**config.mk**
```make
export PLATFORM = sky130hd
export DESIGN_NAME = playout_stall_tracker
export DESIGN_NICKNAME = d
export VERILOG_FILES = /design/src/pst_pkg.sv /design/src/pst_ts_min.sv /design/src/playout_stall_tracker.sv
export VERILOG_INCLUDE_DIRS = /design/src /design/src/src
export SDC_FILE = /design/constraint.sdc
export NUM_CORES = 2
export LEC_CHECK = 0
export ABC_AREA = 0
export ABC_CLOCK_PERIOD_IN_PS = 92600
export BUFFER_PORTS_ARGS = -buffer_cell sky130_fd_sc_hd__buf_4
export CORE_UTILIZATION = 50
export DETAILED_ROUTE_END_ITERATION = 8
export PLACE_DENSITY = 0.66
export SETUP_SLACK_MARGIN = 0.05
export SLEW_MARGIN = 20
export SYNTH_ARGS = -nofsm -noshare
export SYNTH_HDL_FRONTEND = slang
export SYNTH_HIERARCHICAL = 1
export SYNTH_SLANG_ARGS = --single-unit
```
**constraint.sdc**
```tcl
create_clock -name i_clk -period 92.6 [get_ports i_clk]
set_input_delay 23.15 -clock i_clk [delete_from_list [all_inputs] [get_ports i_clk]]
set_output_delay 23.15 -clock i_clk [all_outputs]
set_load 0.03 [all_outputs]
```
**src/playout_stall_tracker_macros.svh**
```systemverilog
// Assertion macros for the playout stall tracker.
// Included by files that carry concurrent assertions; no other dependencies.
`ifndef PLAYOUT_STALL_TRACKER_MACROS_SVH
`define PLAYOUT_STALL_TRACKER_MACROS_SVH

`ifndef SYNTHESIS
`define PST_ASSERT_IMP(label, clk, rst_n, ante, cons) \
    label: assert property (@(posedge clk) disable iff (!rst_n) (ante) |-> (cons)) \
        else $error("assertion failed");
`define PST_ASSERT_NXT(label, clk, rst_n, ante, cons) \
    label: assert property (@(posedge clk) disable iff (!rst_n) (ante) |=> (cons)) \
        else $error("assertion failed");
`else
`define PST_ASSERT_IMP(label, clk, rst_n, ante, cons)
`define PST_ASSERT_NXT(label, clk, rst_n, ante, cons)
`endif

`endif

```
**src/pst_pkg.sv**
```systemverilog
// Types and constants shared by the playout stall tracker modules.
// No dependencies.
package pst_pkg;

    localparam int TS_W     = 32;
    localparam int TIME_W   = 48;
    localparam int CNT_W    = 16;
    localparam int CFG_IDX_W = 2;

    localparam logic [9:0]        US_PER_MS        = 10'd1000;
    localparam logic [TIME_W-1:0] ENC_DELAY_US     = 48'd10000;
    localparam logic [CNT_W-1:0]  MIN_PREBUF_RESET = 16'd2000;

    typedef enum logic [CFG_IDX_W-1:0] {
        CFG_MIN_PREBUF = 2'd0,
        CFG_START_TIME = 2'd1,
        CFG_REQ_TIME   = 2'd2
    } t_cfg_idx;

    typedef struct packed {
        logic            en;
        logic            sel;
        logic [TS_W-1:0] ts;
    } t_ts_upd;

    typedef struct packed {
        logic              ts_update;
        logic              stream_sel;
        logic [TS_W-1:0]   stream_ts_ms;
        logic [TIME_W-1:0] now_us;
        logic              download_done;
        logic              transfer_complete;
    } t_event;

    typedef struct packed {
        logic              playing;
        logic [TS_W-1:0]   playout_ts_ms;
        logic [TS_W-1:0]   playable_ts_ms;
        logic              stall_started;
        logic              playout_resumed;
        logic [TIME_W-1:0] wait_us;
        logic [CNT_W-1:0]  stall_count;
        logic [TIME_W-1:0] total_stall_us;
        logic [TIME_W-1:0] last_stall_us;
        logic [TIME_W-1:0] initial_prebuf_us;
        logic [TIME_W-1:0] startup_us;
    } t_result;

endpackage

```
**src/pst_ts_min.sv**
```systemverilog
// Per-stream timestamp store and minimum search for the stall tracker.
// Depends on pst_pkg.
module pst_ts_min #(
    parameter int NUM_STREAMS = 2
) (
    input  logic                  i_clk,
    input  logic                  i_rst_n,
    input  pst_pkg::t_ts_upd      i_upd,
    output logic [pst_pkg::TS_W-1:0] o_min
);
    import pst_pkg::*;

    logic [TS_W-1:0] r_ts [NUM_STREAMS];
    logic [TS_W-1:0] n_ts [NUM_STREAMS];

    always_comb begin
        logic [TS_W-1:0] v_min;
        for (int i = 0; i < NUM_STREAMS; i++) begin
            n_ts[i] = (i_upd.en && (int'(i_upd.sel) == i)) ? i_upd.ts : r_ts[i];
        end
        v_min = n_ts[0];
        for (int i = 1; i < NUM_STREAMS; i++) begin
            if (n_ts[i] < v_min) begin
                v_min = n_ts[i];
            end
        end
        o_min = v_min;
    end

    always_ff @(posedge i_clk) begin
        for (int i = 0; i < NUM_STREAMS; i++) begin
            if (!i_rst_n) begin
                r_ts[i] <= '0;
            end else begin
                r_ts[i] <= n_ts[i];
            end
        end
    end

endmodule

```
**src/playout_stall_tracker.sv**
```systemverilog
// Playout stall tracker top level: input register, stall/playout state and result register.
// Depends on pst_pkg, pst_ts_min and playout_stall_tracker_macros.svh.
//
//   channel   direction  handshake                 payload
//   event     in         i_in_valid / o_in_ready   ts update, stream, time, flags
//   result    out        o_out_valid / i_out_ready playout state and stall statistics
//   config    in         i_cfg_we                  i_cfg_idx, i_cfg_data
//
// An event is taken into the input register when it is accepted, and its result is loaded
// into the result register once that register is free or being read, so a stalled result
// delays it. One event is accepted per cycle while the result side does not stall; the path
// through the buffered-time multiply, deadline add and compare sets the clock. Reset is
// synchronous and returns all statistics to zero. A stalled result holds both registers and
// deasserts o_in_ready only when both are full.
`include "playout_stall_tracker_macros.svh"

module playout_stall_tracker #(
    parameter int NUM_STREAMS = 2
) (
    input  logic                              i_clk,
    input  logic                              i_rst_n,
    input  logic                              i_in_valid,
    output logic                              o_in_ready,
    input  logic                              i_ts_update,
    input  logic                              i_stream_sel,
    input  logic [pst_pkg::TS_W-1:0]          i_stream_ts_ms,
    input  logic [pst_pkg::TIME_W-1:0]        i_now_us,
    input  logic                              i_download_done,
    input  logic                              i_transfer_complete,
    output logic                              o_out_valid,
    input  logic                              i_out_ready,
    output logic                              o_playing,
    output logic [pst_pkg::TS_W-1:0]          o_playout_ts_ms,
    output logic [pst_pkg::TS_W-1:0]          o_playable_ts_ms,
    output logic                              o_stall_started,
    output logic                              o_playout_resumed,
    output logic [pst_pkg::TIME_W-1:0]        o_wait_us,
    output logic [pst_pkg::CNT_W-1:0]         o_stall_count,
    output logic [pst_pkg::TIME_W-1:0]        o_total_stall_us,
    output logic [pst_pkg::TIME_W-1:0]        o_last_stall_us,
    output logic [pst_pkg::TIME_W-1:0]        o_initial_prebuf_us,
    output logic [pst_pkg::TIME_W-1:0]        o_startup_us,
    input  logic                              i_cfg_we,
    input  logic [pst_pkg::CFG_IDX_W-1:0]     i_cfg_idx,
    input  logic [pst_pkg::TIME_W-1:0]        i_cfg_data
);
    import pst_pkg::*;

    localparam int DL_W = TIME_W + 1;

    logic              r_in_valid;
    t_event            r_in;
    logic              r_out_valid;
    t_result           r_out;

    logic [CNT_W-1:0]  r_min_prebuf;
    logic [TIME_W-1:0] r_start_time;
    logic [TIME_W-1:0] r_req_time;

    logic              r_first_seen;
    logic [TS_W-1:0]   r_seg_start;
    logic              r_play;
    logic [TIME_W-1:0] r_play_start;
    logic [TIME_W-1:0] r_empty_since;
    logic              r_init_done;
    logic [CNT_W-1:0]  r_cur_min;
    logic [CNT_W-1:0]  r_stalls;
    logic [TIME_W-1:0] r_total;
    logic [TIME_W-1:0] r_last;
    logic [TIME_W-1:0] r_prebuf;
    logic [TIME_W-1:0] r_startup;

    logic              w_adv;
    logic              w_step;
    t_ts_upd           w_upd;
    logic [TS_W-1:0]   w_tsnow;

    logic [TS_W-1:0]   w_seg0;
    logic [TIME_W-1:0] w_empty0;
    logic [TS_W-1:0]   w_buf_ms;
    logic [41:0]       w_buf_us;
    logic [DL_W-1:0]   w_deadline;
    logic [DL_W-1:0]   w_slack;
    logic [DL_W-1:0]   w_wait_raw;
    logic              w_stall;
    logic              w_play1;
    logic [TS_W-1:0]   w_seg1;
    logic [TIME_W-1:0] w_empty1;
    logic [TS_W-1:0]   w_buf1;
    logic              w_resume;
    logic [TIME_W-1:0] w_wait;
    logic [TIME_W-1:0] w_dur;
    logic [DL_W-1:0]   w_total_sum;
    logic [TIME_W-1:0] w_prebuf_d;
    logic [TIME_W-1:0] w_startup_d;

    logic [TIME_W-1:0] n_total;
    logic [CNT_W-1:0]  n_stalls;
    logic [TIME_W-1:0] n_last;
    logic [TIME_W-1:0] n_prebuf;
    logic [TIME_W-1:0] n_startup;
    logic              n_init_done;
    logic [CNT_W-1:0]  n_cur_min;
    t_result           n_out;

    assign w_adv      = !r_out_valid || i_out_ready;
    assign o_in_ready = !r_in_valid || w_adv;
    assign w_step     = r_in_valid && w_adv;

    assign w_upd.en  = w_step && r_in.ts_update;
    assign w_upd.sel = r_in.stream_sel;
    assign w_upd.ts  = r_in.stream_ts_ms;

    pst_ts_min #(
        .NUM_STREAMS(NUM_STREAMS)
    ) u_ts_min (
        .i_clk  (i_clk),
        .i_rst_n(i_rst_n),
        .i_upd  (w_upd),
        .o_min  (w_tsnow)
    );

    always_comb begin
        w_seg0     = r_first_seen ? r_seg_start : w_tsnow;
        w_empty0   = r_first_seen ? r_empty_since : r_in.now_us;
        w_buf_ms   = (w_tsnow >= w_seg0) ? (w_tsnow - w_seg0) : '0;
        w_buf_us   = 42'(w_buf_ms) * 42'(US_PER_MS);
        w_deadline = {1'b0, r_play_start} + DL_W'(w_buf_us);
        w_stall    = r_play && (w_deadline < {1'b0, r_in.now_us});
        w_slack    = w_deadline - {1'b0, r_in.now_us};
        w_wait_raw = w_slack - {1'b0, ENC_DELAY_US};
        w_wait     = '0;
        if (r_play && !w_stall && !r_in.transfer_complete
                && (w_slack > {1'b0, ENC_DELAY_US})) begin
            w_wait = w_wait_raw[TIME_W] ? '1 : w_wait_raw[TIME_W-1:0];
        end

        w_play1  = r_play && !w_stall;
        w_seg1   = w_stall ? w_tsnow : w_seg0;
        w_empty1 = w_stall ? w_deadline[TIME_W-1:0] : w_empty0;
        w_buf1   = w_stall ? '0 : w_buf_ms;
        w_resume = !w_play1 && ((w_buf1 >= {16'd0, r_cur_min}) || r_in.download_done);

        w_dur       = (r_in.now_us >= w_empty1) ? (r_in.now_us - w_empty1) : '0;
        w_total_sum = {1'b0, r_total} + {1'b0, w_dur};
        w_prebuf_d  = (r_in.now_us >= r_start_time) ? (r_in.now_us - r_start_time) : '0;
        w_startup_d = (r_in.now_us >= r_req_time) ? (r_in.now_us - r_req_time) : '0;

        n_total     = r_total;
        n_stalls    = r_stalls;
        n_last      = r_last;
        n_prebuf    = r_prebuf;
        n_startup   = r_startup;
        n_init_done = r_init_done;
        n_cur_min   = r_cur_min;
        if (w_resume) begin
            if (!r_init_done) begin
                n_init_done = 1'b1;
                n_prebuf    = w_prebuf_d;
                n_startup   = w_startup_d;
                n_cur_min   = r_min_prebuf >> 1;
            end else begin
                n_stalls = (r_stalls != '1) ? (r_stalls + 16'd1) : r_stalls;
                n_last   = w_dur;
                n_total  = w_total_sum[TIME_W] ? '1 : w_total_sum[TIME_W-1:0];
            end
        end

        n_out.playing           = w_play1 || w_resume;
        n_out.playout_ts_ms     = w_play1 ? w_tsnow : w_seg1;
        n_out.playable_ts_ms    = w_tsnow;
        n_out.stall_started     = w_stall;
        n_out.playout_resumed   = w_resume;
        n_out.wait_us           = w_wait;
        n_out.stall_count       = n_stalls;
        n_out.total_stall_us    = n_total;
        n_out.last_stall_us     = n_last;
        n_out.initial_prebuf_us = n_prebuf;
        n_out.startup_us        = n_startup;
    end

    always_ff @(posedge i_clk) begin
        if (!i_rst_n) begin
            r_in_valid    <= 1'b0;
            r_out_valid   <= 1'b0;
            r_min_prebuf  <= MIN_PREBUF_RESET;
            r_start_time  <= '0;
            r_req_time    <= '0;
            r_first_seen  <= 1'b0;
            r_seg_start   <= '0;
            r_play        <= 1'b0;
            r_play_start  <= '0;
            r_empty_since <= '0;
            r_init_done   <= 1'b0;
            r_cur_min     <= MIN_PREBUF_RESET;
            r_stalls      <= '0;
            r_total       <= '0;
            r_last        <= '0;
            r_prebuf      <= '0;
            r_startup     <= '0;
        end else begin
            if (o_in_ready) begin
                r_in_valid <= i_in_valid;
            end
            if (w_adv) begin
                r_out_valid <= r_in_valid;
            end
            if (w_step) begin
                r_first_seen  <= 1'b1;
                r_seg_start   <= w_seg1;
                r_play        <= w_play1 || w_resume;
                r_play_start  <= w_resume ? r_in.now_us : r_play_start;
                r_empty_since <= w_empty1;
                r_init_done   <= n_init_done;
                r_cur_min     <= n_cur_min;
                r_stalls      <= n_stalls;
                r_total       <= n_total;
                r_last        <= n_last;
                r_prebuf      <= n_prebuf;
                r_startup     <= n_startup;
            end
            if (i_cfg_we) begin
                case (i_cfg_idx)
                    CFG_MIN_PREBUF: begin
                        r_min_prebuf <= i_cfg_data[CNT_W-1:0];
                        r_cur_min    <= r_init_done ? (i_cfg_data[CNT_W-1:0] >> 1)
                                                    : i_cfg_data[CNT_W-1:0];
                    end
                    CFG_START_TIME: begin
                        r_start_time <= i_cfg_data;
                    end
                    CFG_REQ_TIME: begin
                        r_req_time <= i_cfg_data;
                    end
                    default: begin
                    end
                endcase
            end
        end
    end

    always_ff @(posedge i_clk) begin
        if (i_in_valid && o_in_ready) begin
            r_in.ts_update         <= i_ts_update;
            r_in.stream_sel        <= i_stream_sel;
            r_in.stream_ts_ms      <= i_stream_ts_ms;
            r_in.now_us            <= i_now_us;
            r_in.download_done     <= i_download_done;
            r_in.transfer_complete <= i_transfer_complete;
        end
        if (w_step) begin
            r_out <= n_out;
        end
    end

    assign o_out_valid         = r_out_valid;
    assign o_playing           = r_out.playing;
    assign o_playout_ts_ms     = r_out.playout_ts_ms;
    assign o_playable_ts_ms    = r_out.playable_ts_ms;
    assign o_stall_started     = r_out.stall_started;
    assign o_playout_resumed   = r_out.playout_resumed;
    assign o_wait_us           = r_out.wait_us;
    assign o_stall_count       = r_out.stall_count;
    assign o_total_stall_us    = r_out.total_stall_us;
    assign o_last_stall_us     = r_out.last_stall_us;
    assign o_initial_prebuf_us = r_out.initial_prebuf_us;
    assign o_startup_us        = r_out.startup_us;

    `PST_ASSERT_IMP(a_resume_plays, i_clk, i_rst_n,
        r_out_valid && r_out.playout_resumed, r_out.playing)
    `PST_ASSERT_IMP(a_stall_stops, i_clk, i_rst_n,
        r_out_valid && r_out.stall_started && !r_out.playout_resumed, !r_out.playing)
    `PST_ASSERT_IMP(a_wait_only_playing, i_clk, i_rst_n,
        r_out_valid && (r_out.wait_us != '0),
        r_out.playing && !r_out.stall_started && !r_out.playout_resumed)
    `PST_ASSERT_NXT(a_stalls_monotonic, i_clk, i_rst_n, 1'b1, r_stalls >= $past(r_stalls))

endmodule

```
After elaboration in Yosys (flattened, before gate mapping)
Memory sizes are Yosys's and may differ from the RTL's.
Index checks and enable logic that the tools add are counted.
{"block": "totals", "regBits": 876, "latchBits": 0, "ram_bits": 64, "rom_bits": 0, "word_cells": 119, "memories": 1}
{"block": "op_classes", "addsub": 9, "mul": 1, "div": 0, "magnitude_cmp": 8, "eq_ne": 3, "shift": 0, "n_mux": 36, "bitwise": 3, "reduce_logical": 24}
{"name": "u_ts_min.r_ts", "words": 2, "width": 32, "rd": 2, "rd_ports_with_merged_regs": 0, "write_ports": 2, "line_no": "pst_ts_min.sv:13", "rtl": "logic [TS_W-1:0] r_ts [NUM_STREAMS];"}
{"operator": "48-bit two-way mux", "count": 15}
{"operator": "32-bit two-way mux", "count": 10}
{"operator": "48-bit >= comparator", "count": 3}
{"operator": "16-bit two-way mux", "count": 9}
{"operator": "48-bit subtractor", "count": 3}
{"operator": "48-bit by 42-bit adder with 49-bit output", "count": 1}
{"operator": "48-bit by 48-bit adder with 49-bit output", "count": 1}
{"operator": "49-bit by 14-bit greater-than comparator with 1-bit output (second input constant)", "count": 1}
{"operator": "49-bit by 48-bit less-than comparator with 1-bit output", "count": 1}
{"operator": "49-bit by 14-bit subtractor with 49-bit output (second input constant)", "count": 1}
{"operator": "49-bit by 48-bit subtractor with 49-bit output", "count": 1}
{"operator": "32-bit by 7-bit multiplier with 39-bit output (second input constant)", "count": 1}
{"operator": "32-bit by 16-bit >= comparator with 1-bit output", "count": 1}
{"operator": "32-bit >= comparator", "count": 1}
{"operator": "32-bit less-than comparator", "count": 1}
{"operator": "32-bit subtractor", "count": 1}
{"operator": "16-bit by 1-bit adder with 16-bit output (second input constant)", "count": 1}
{"operator": "16-bit != test (second input constant)", "count": 1}
{"operator": "1-bit logical AND", "count": 10}
{"operator": "2-bit AND reduction", "count": 4}
{"operator": "1-bit logical NOT", "count": 5}
{"operator": "1-bit logical OR", "count": 4}
{"operator": "2-bit by 1-bit == test with 1-bit output (second input constant)", "count": 1}
{"operator": "2-bit == test (second input constant)", "count": 1}
{"operator": "4 further kinds", "count": 6}

Longest topological paths before layout
{"block": "depth", "word_depth": 23, "depth_mapped": 109}

Cells and area by module
The synthesis kept the hierarchy.
{"module": "playout_stall_tracker", "instances": 1, "cells_per_inst": 6505, "area_each_um2": 58451.1, "seq_area_each_um2": 21590.7}
{"module": "pst_ts_min", "instances": 1, "cells_per_inst": 354, "area_each_um2": 3539.6, "seq_area_each_um2": 1281.2}

Worst setup path before layout
Ideal clock, no wire load.
{"block": "synth_path", "path_kind": "in2reg", "start": "input port i_out_ready", "end": "register r_out (netlist bit o_total_stall_us[47]) (data pin)", "setup_time_ns": 0.270, "arrival_time_ns": 53.842, "slack_ns": 38.489, "cell_stages": 106, "cell_sequence": "nor2b_1 -> nand2b_1 -> clkbuf_1 -> inv_1 -> buf_1 -> and2_1 -> nor2b_1 -> clkbuf_1 -> buf_1 -> mux2i_1 -> ha_1 -> a21o_1 -> a21o_1 -> a21oi_1 -> o21ai_1 -> a221oi_2 -> buf_6 -> mux2i_1 -> (+70 left out) -> o31ai_1 -> a21oi_1 -> clkbuf_1 -> nor2b_1 -> ha_1 -> a21o_1 -> a21oi_1 -> o21ai_0 -> nor4b_1 -> o41ai_1 -> o21ai_0 -> o2111ai_1 -> o211ai_1 -> nor4_1 -> nor2_1 -> or3_1 -> a21oi_1 -> o21ai_0"}
{"element": "start: declaration", "line_no": "playout_stall_tracker.sv:31", "rtl": "input logic i_out_ready,"}
{"element": "end signal: assignment", "line_no": "playout_stall_tracker.sv:252", "rtl": "r_out <= n_out;"}
{"element": "end: declaration", "line_no": "playout_stall_tracker.sv:54", "rtl": "t_result r_out;"}

==> results.md <==
* Worst setup endpoint: o_total_stall_us[47]
* # IOs at approximately 460
* Worst skew pair latency at 730 ps
* Yosys warns at 6
* Startpoint Class: input pin
* R2r worst-path depth at 100
* Via/cell ratio at just under 6
* Worst-path clk slew at approximately 60 ps
* Final setup viols at 0
* Routed via count at approximately 52k
* RSZ-0062 raised after global routing: no
* Num CTS Buffers at approximately 100
* Setup TNS at 0 ps
* Syn nets at about 7.6k
* Antenna violations before repair at 9
* WP depth at 101
* Bufs on Longest Clock Path at 3
* Total die area at between 100000 and 150000 µm²
* Fin cells at between 8k and 9k
* Critical path class: in -> reg
* Commonest non-fill, non-tap cell in the layout: nand2_1
* Main flop type after synthesis: dfxtp_1
* Total grt overflow at 0
* Ys async rst share at 0%
* Height of the die at between 300 and 400 µm
* DR WL/cell at roughly 23 µm
* DRT iter0 DRCs at roughly 5.4k
* Largest registers: r_in (84), u_ts_min/r_ts (64)
* Multiplexer area fraction after synthesis at 5.928%
* Routed wire length at ~200 mm
* Core footprint at between 100000 and 150000 µm²
* CP Buf/Inv Count at 13
* Post-Route Skew at roughly 33 ps
* Fill count at ~11k
* Post-Synth XOR/XNOR Area at roughly 5%
* Max FFs per register at 84
* Num rows at between 100 and 150
* Crit path time final at between 40000 and 50000 ps
* Pre-antenna DRT Iters at 8
* Post-synth EDFFs at slightly above 400
* Launching point of the worst reg2reg path: o_out_valid
* Status: completed
* CTS tree: yes
* Most frequent cells in the layout: nand2_1 (765), a21oi_1 (608), buf_4 (549), dfxtp_1 (530), nor2_1 (480)
* Synthesized flop and latch total at 939
* R2R Path End: o_total_stall_us[47]
* Largest family of logic cells by synthesized area: compound AO/OA/AOI/OAI gates
* Synth Cell Area at about 62000 µm²
* Reg with most FFs: r_in
* Share of cells above drive strength 1 at 12.11%
* Critical Path Source: i_out_ready
* Worst-path fanout max at 71
* Cell count after synthesis at between 6k and 7k
* Reg2Reg Setup Slack at around 65000 ps
* Gpl congestion at between 0.9 and 1
* Final Hold Fails at 0
* Max-cap viol count at 0
* IO Port Bufs at between 400 and 500
* Vias in the first global route at just under 50k
* Worst Max-Slew Pin Slew at ~1100 ps
* Seq/Total Area, Yosys at a little under two fifths
* Nets at approximately 7.9k
* Die W at roughly 350 µm
* Critical Path AT at a little over 50000 ps
* HP Class: reg -> reg
* # resized after CTS at 0
* Starting density of the core at between 50% and 60%
* Pin count of the biggest net entering global routing at approximately 140
* Synth Area per Inst at about 9 µm²
* Gr usage total at a little under a third
* Fmax at 20.00 MHz
* Crit-path most repeated cell: a21oi_1
* Area Growth Syn to Fin at 13.70%
* Placed cell count at about 8.7k
* Post-CTS Hold Fix Bufs at 0
* Simple-gate share of the synthesized area at 14.39%
* CP top delay family: compound AO/OA/AOI/OAI gates
* Clock root cell: clkbuf_16
* Required time of the critical path at between 90000 and 100000 ps
* Post-CTS Setup Inserts at 0
* Distinct cell type count after synthesis at between 100 and 150
* First-pass GRT wire length at roughly 300 mm
* Remaining antenna violation count at 0
* Crit end category: register
* Adder-cell area share of the yosys netlist at 13.15%
* CTS H-tree lvls at 3
* DRC viols at 0
* CTS Sinks at approximately 940
* Final worst path period share at between 50% and 60%
* Slowest stage cell, crit path: o41ai_1
* Dpl hpwl at 151.1 mm
* Compound-Gate Fraction of Synth Area at 19.22%
* CP max stage delay at ~930 ps
* Max-slew violations at 0
* Rel. slew slack at around a quarter
==> layout make-up <==
cell class / instances / area (µm²) / area share, %
clock inverters: 54 / 693.2 / 0.9834
diodes: 3 / 7.507 / 0.01065
well taps: 1625 / 2033 / 2.885
inverters: 473 / 1790 / 2.540
repair buffers: 552 / 4197 / 5.954
clock buffers: 144 / 2968 / 4.211
multi-input cells: 5103 / 35920 / 50.96
flip-flops and latches: 939 / 22880 / 32.46
==> synth_stat cells (all sizes together) (211+ instances only) <==
cell / count / area (µm²)
a21o: 261 / 1961
mux2i: 276 / 2763
dfxtp: 532 / 10650
nand2: 768 / 2885
a21oi: 615 / 3100
inv: 472 / 1772
ha: 453 / 5668
edfxtp: 407 / 12220
clkbuf: 219 / 824.5
nor2: 483 / 1816
o21ai: 402 / 2027
xnor2: 211 / 1863
==> worst min-delay path by stage <==
stage	from	end	slack, ps	cells after the start
6_report	r_start_time[8]	r_start_time[8]	450	2
5_1_grt	r_startup[19]	r_startup[19]	470	2
4_1_cts	r_startup[45]	r_startup[45]	450	2
3_5_place_dp	r_startup[7]	r_startup[7]	450	2
3_3_place_gp	r_startup[41]	r_startup[41]	440	2
2_1_floorplan	r_startup[41]	r_startup[41]	420	2
==> per-stage QoR <==
step / cell area (µm²) / setup WS, ps / utilization, % / hold slack [ps]
floorplan: 61990 / 38490 / - / 424.9
global placement: 66760 / 43220 / 54.56 / 435.2
detailed placement: 66760 / 42470 / 54.56 / 445.2
CTS: 70420 / 43130 / 57.55 / 453.0
global route: 70480 / 40720 / 57.60 / 465.2
finish: 70490 / 42600 / 57.61 / 452.6
==> tightest hold or removal path: cells and delay by family, from the launching register on <==
family | cells | cell delay (ps)
flops | 1 | 310
simple gates | 1 | 50
compound gates | 1 | 50
==> layer usage <==
metal | vias to the layer above | share of wire (%) | track usage (%)
met4 | 8 | 3.9 | 11.53
met2 | 2054 | 44 | 47.22
met1 | 25120 | 44 | 43.54
met3 | 336 | 8.3 | 5.835
met5 | - | 0.027 | 0
li1 | 24950 | - | -
==> cells by family (layout without fill, tap and decap cells) <==
family,after synthesis,after routing
other,0,3
buffers and inverters,817,1223
multiplexers,356,356
XOR/XNOR,356,356
flip-flops,939,939
adder cells (fa/ha/maj),577,577
AND/OR/NAND/NOR,1931,1931
AO/OA/AOI/OAI,1883,1883
Power is not shown: default switching activity piles up to over one toggle a cycle in this logic, so the estimate is an artifact.
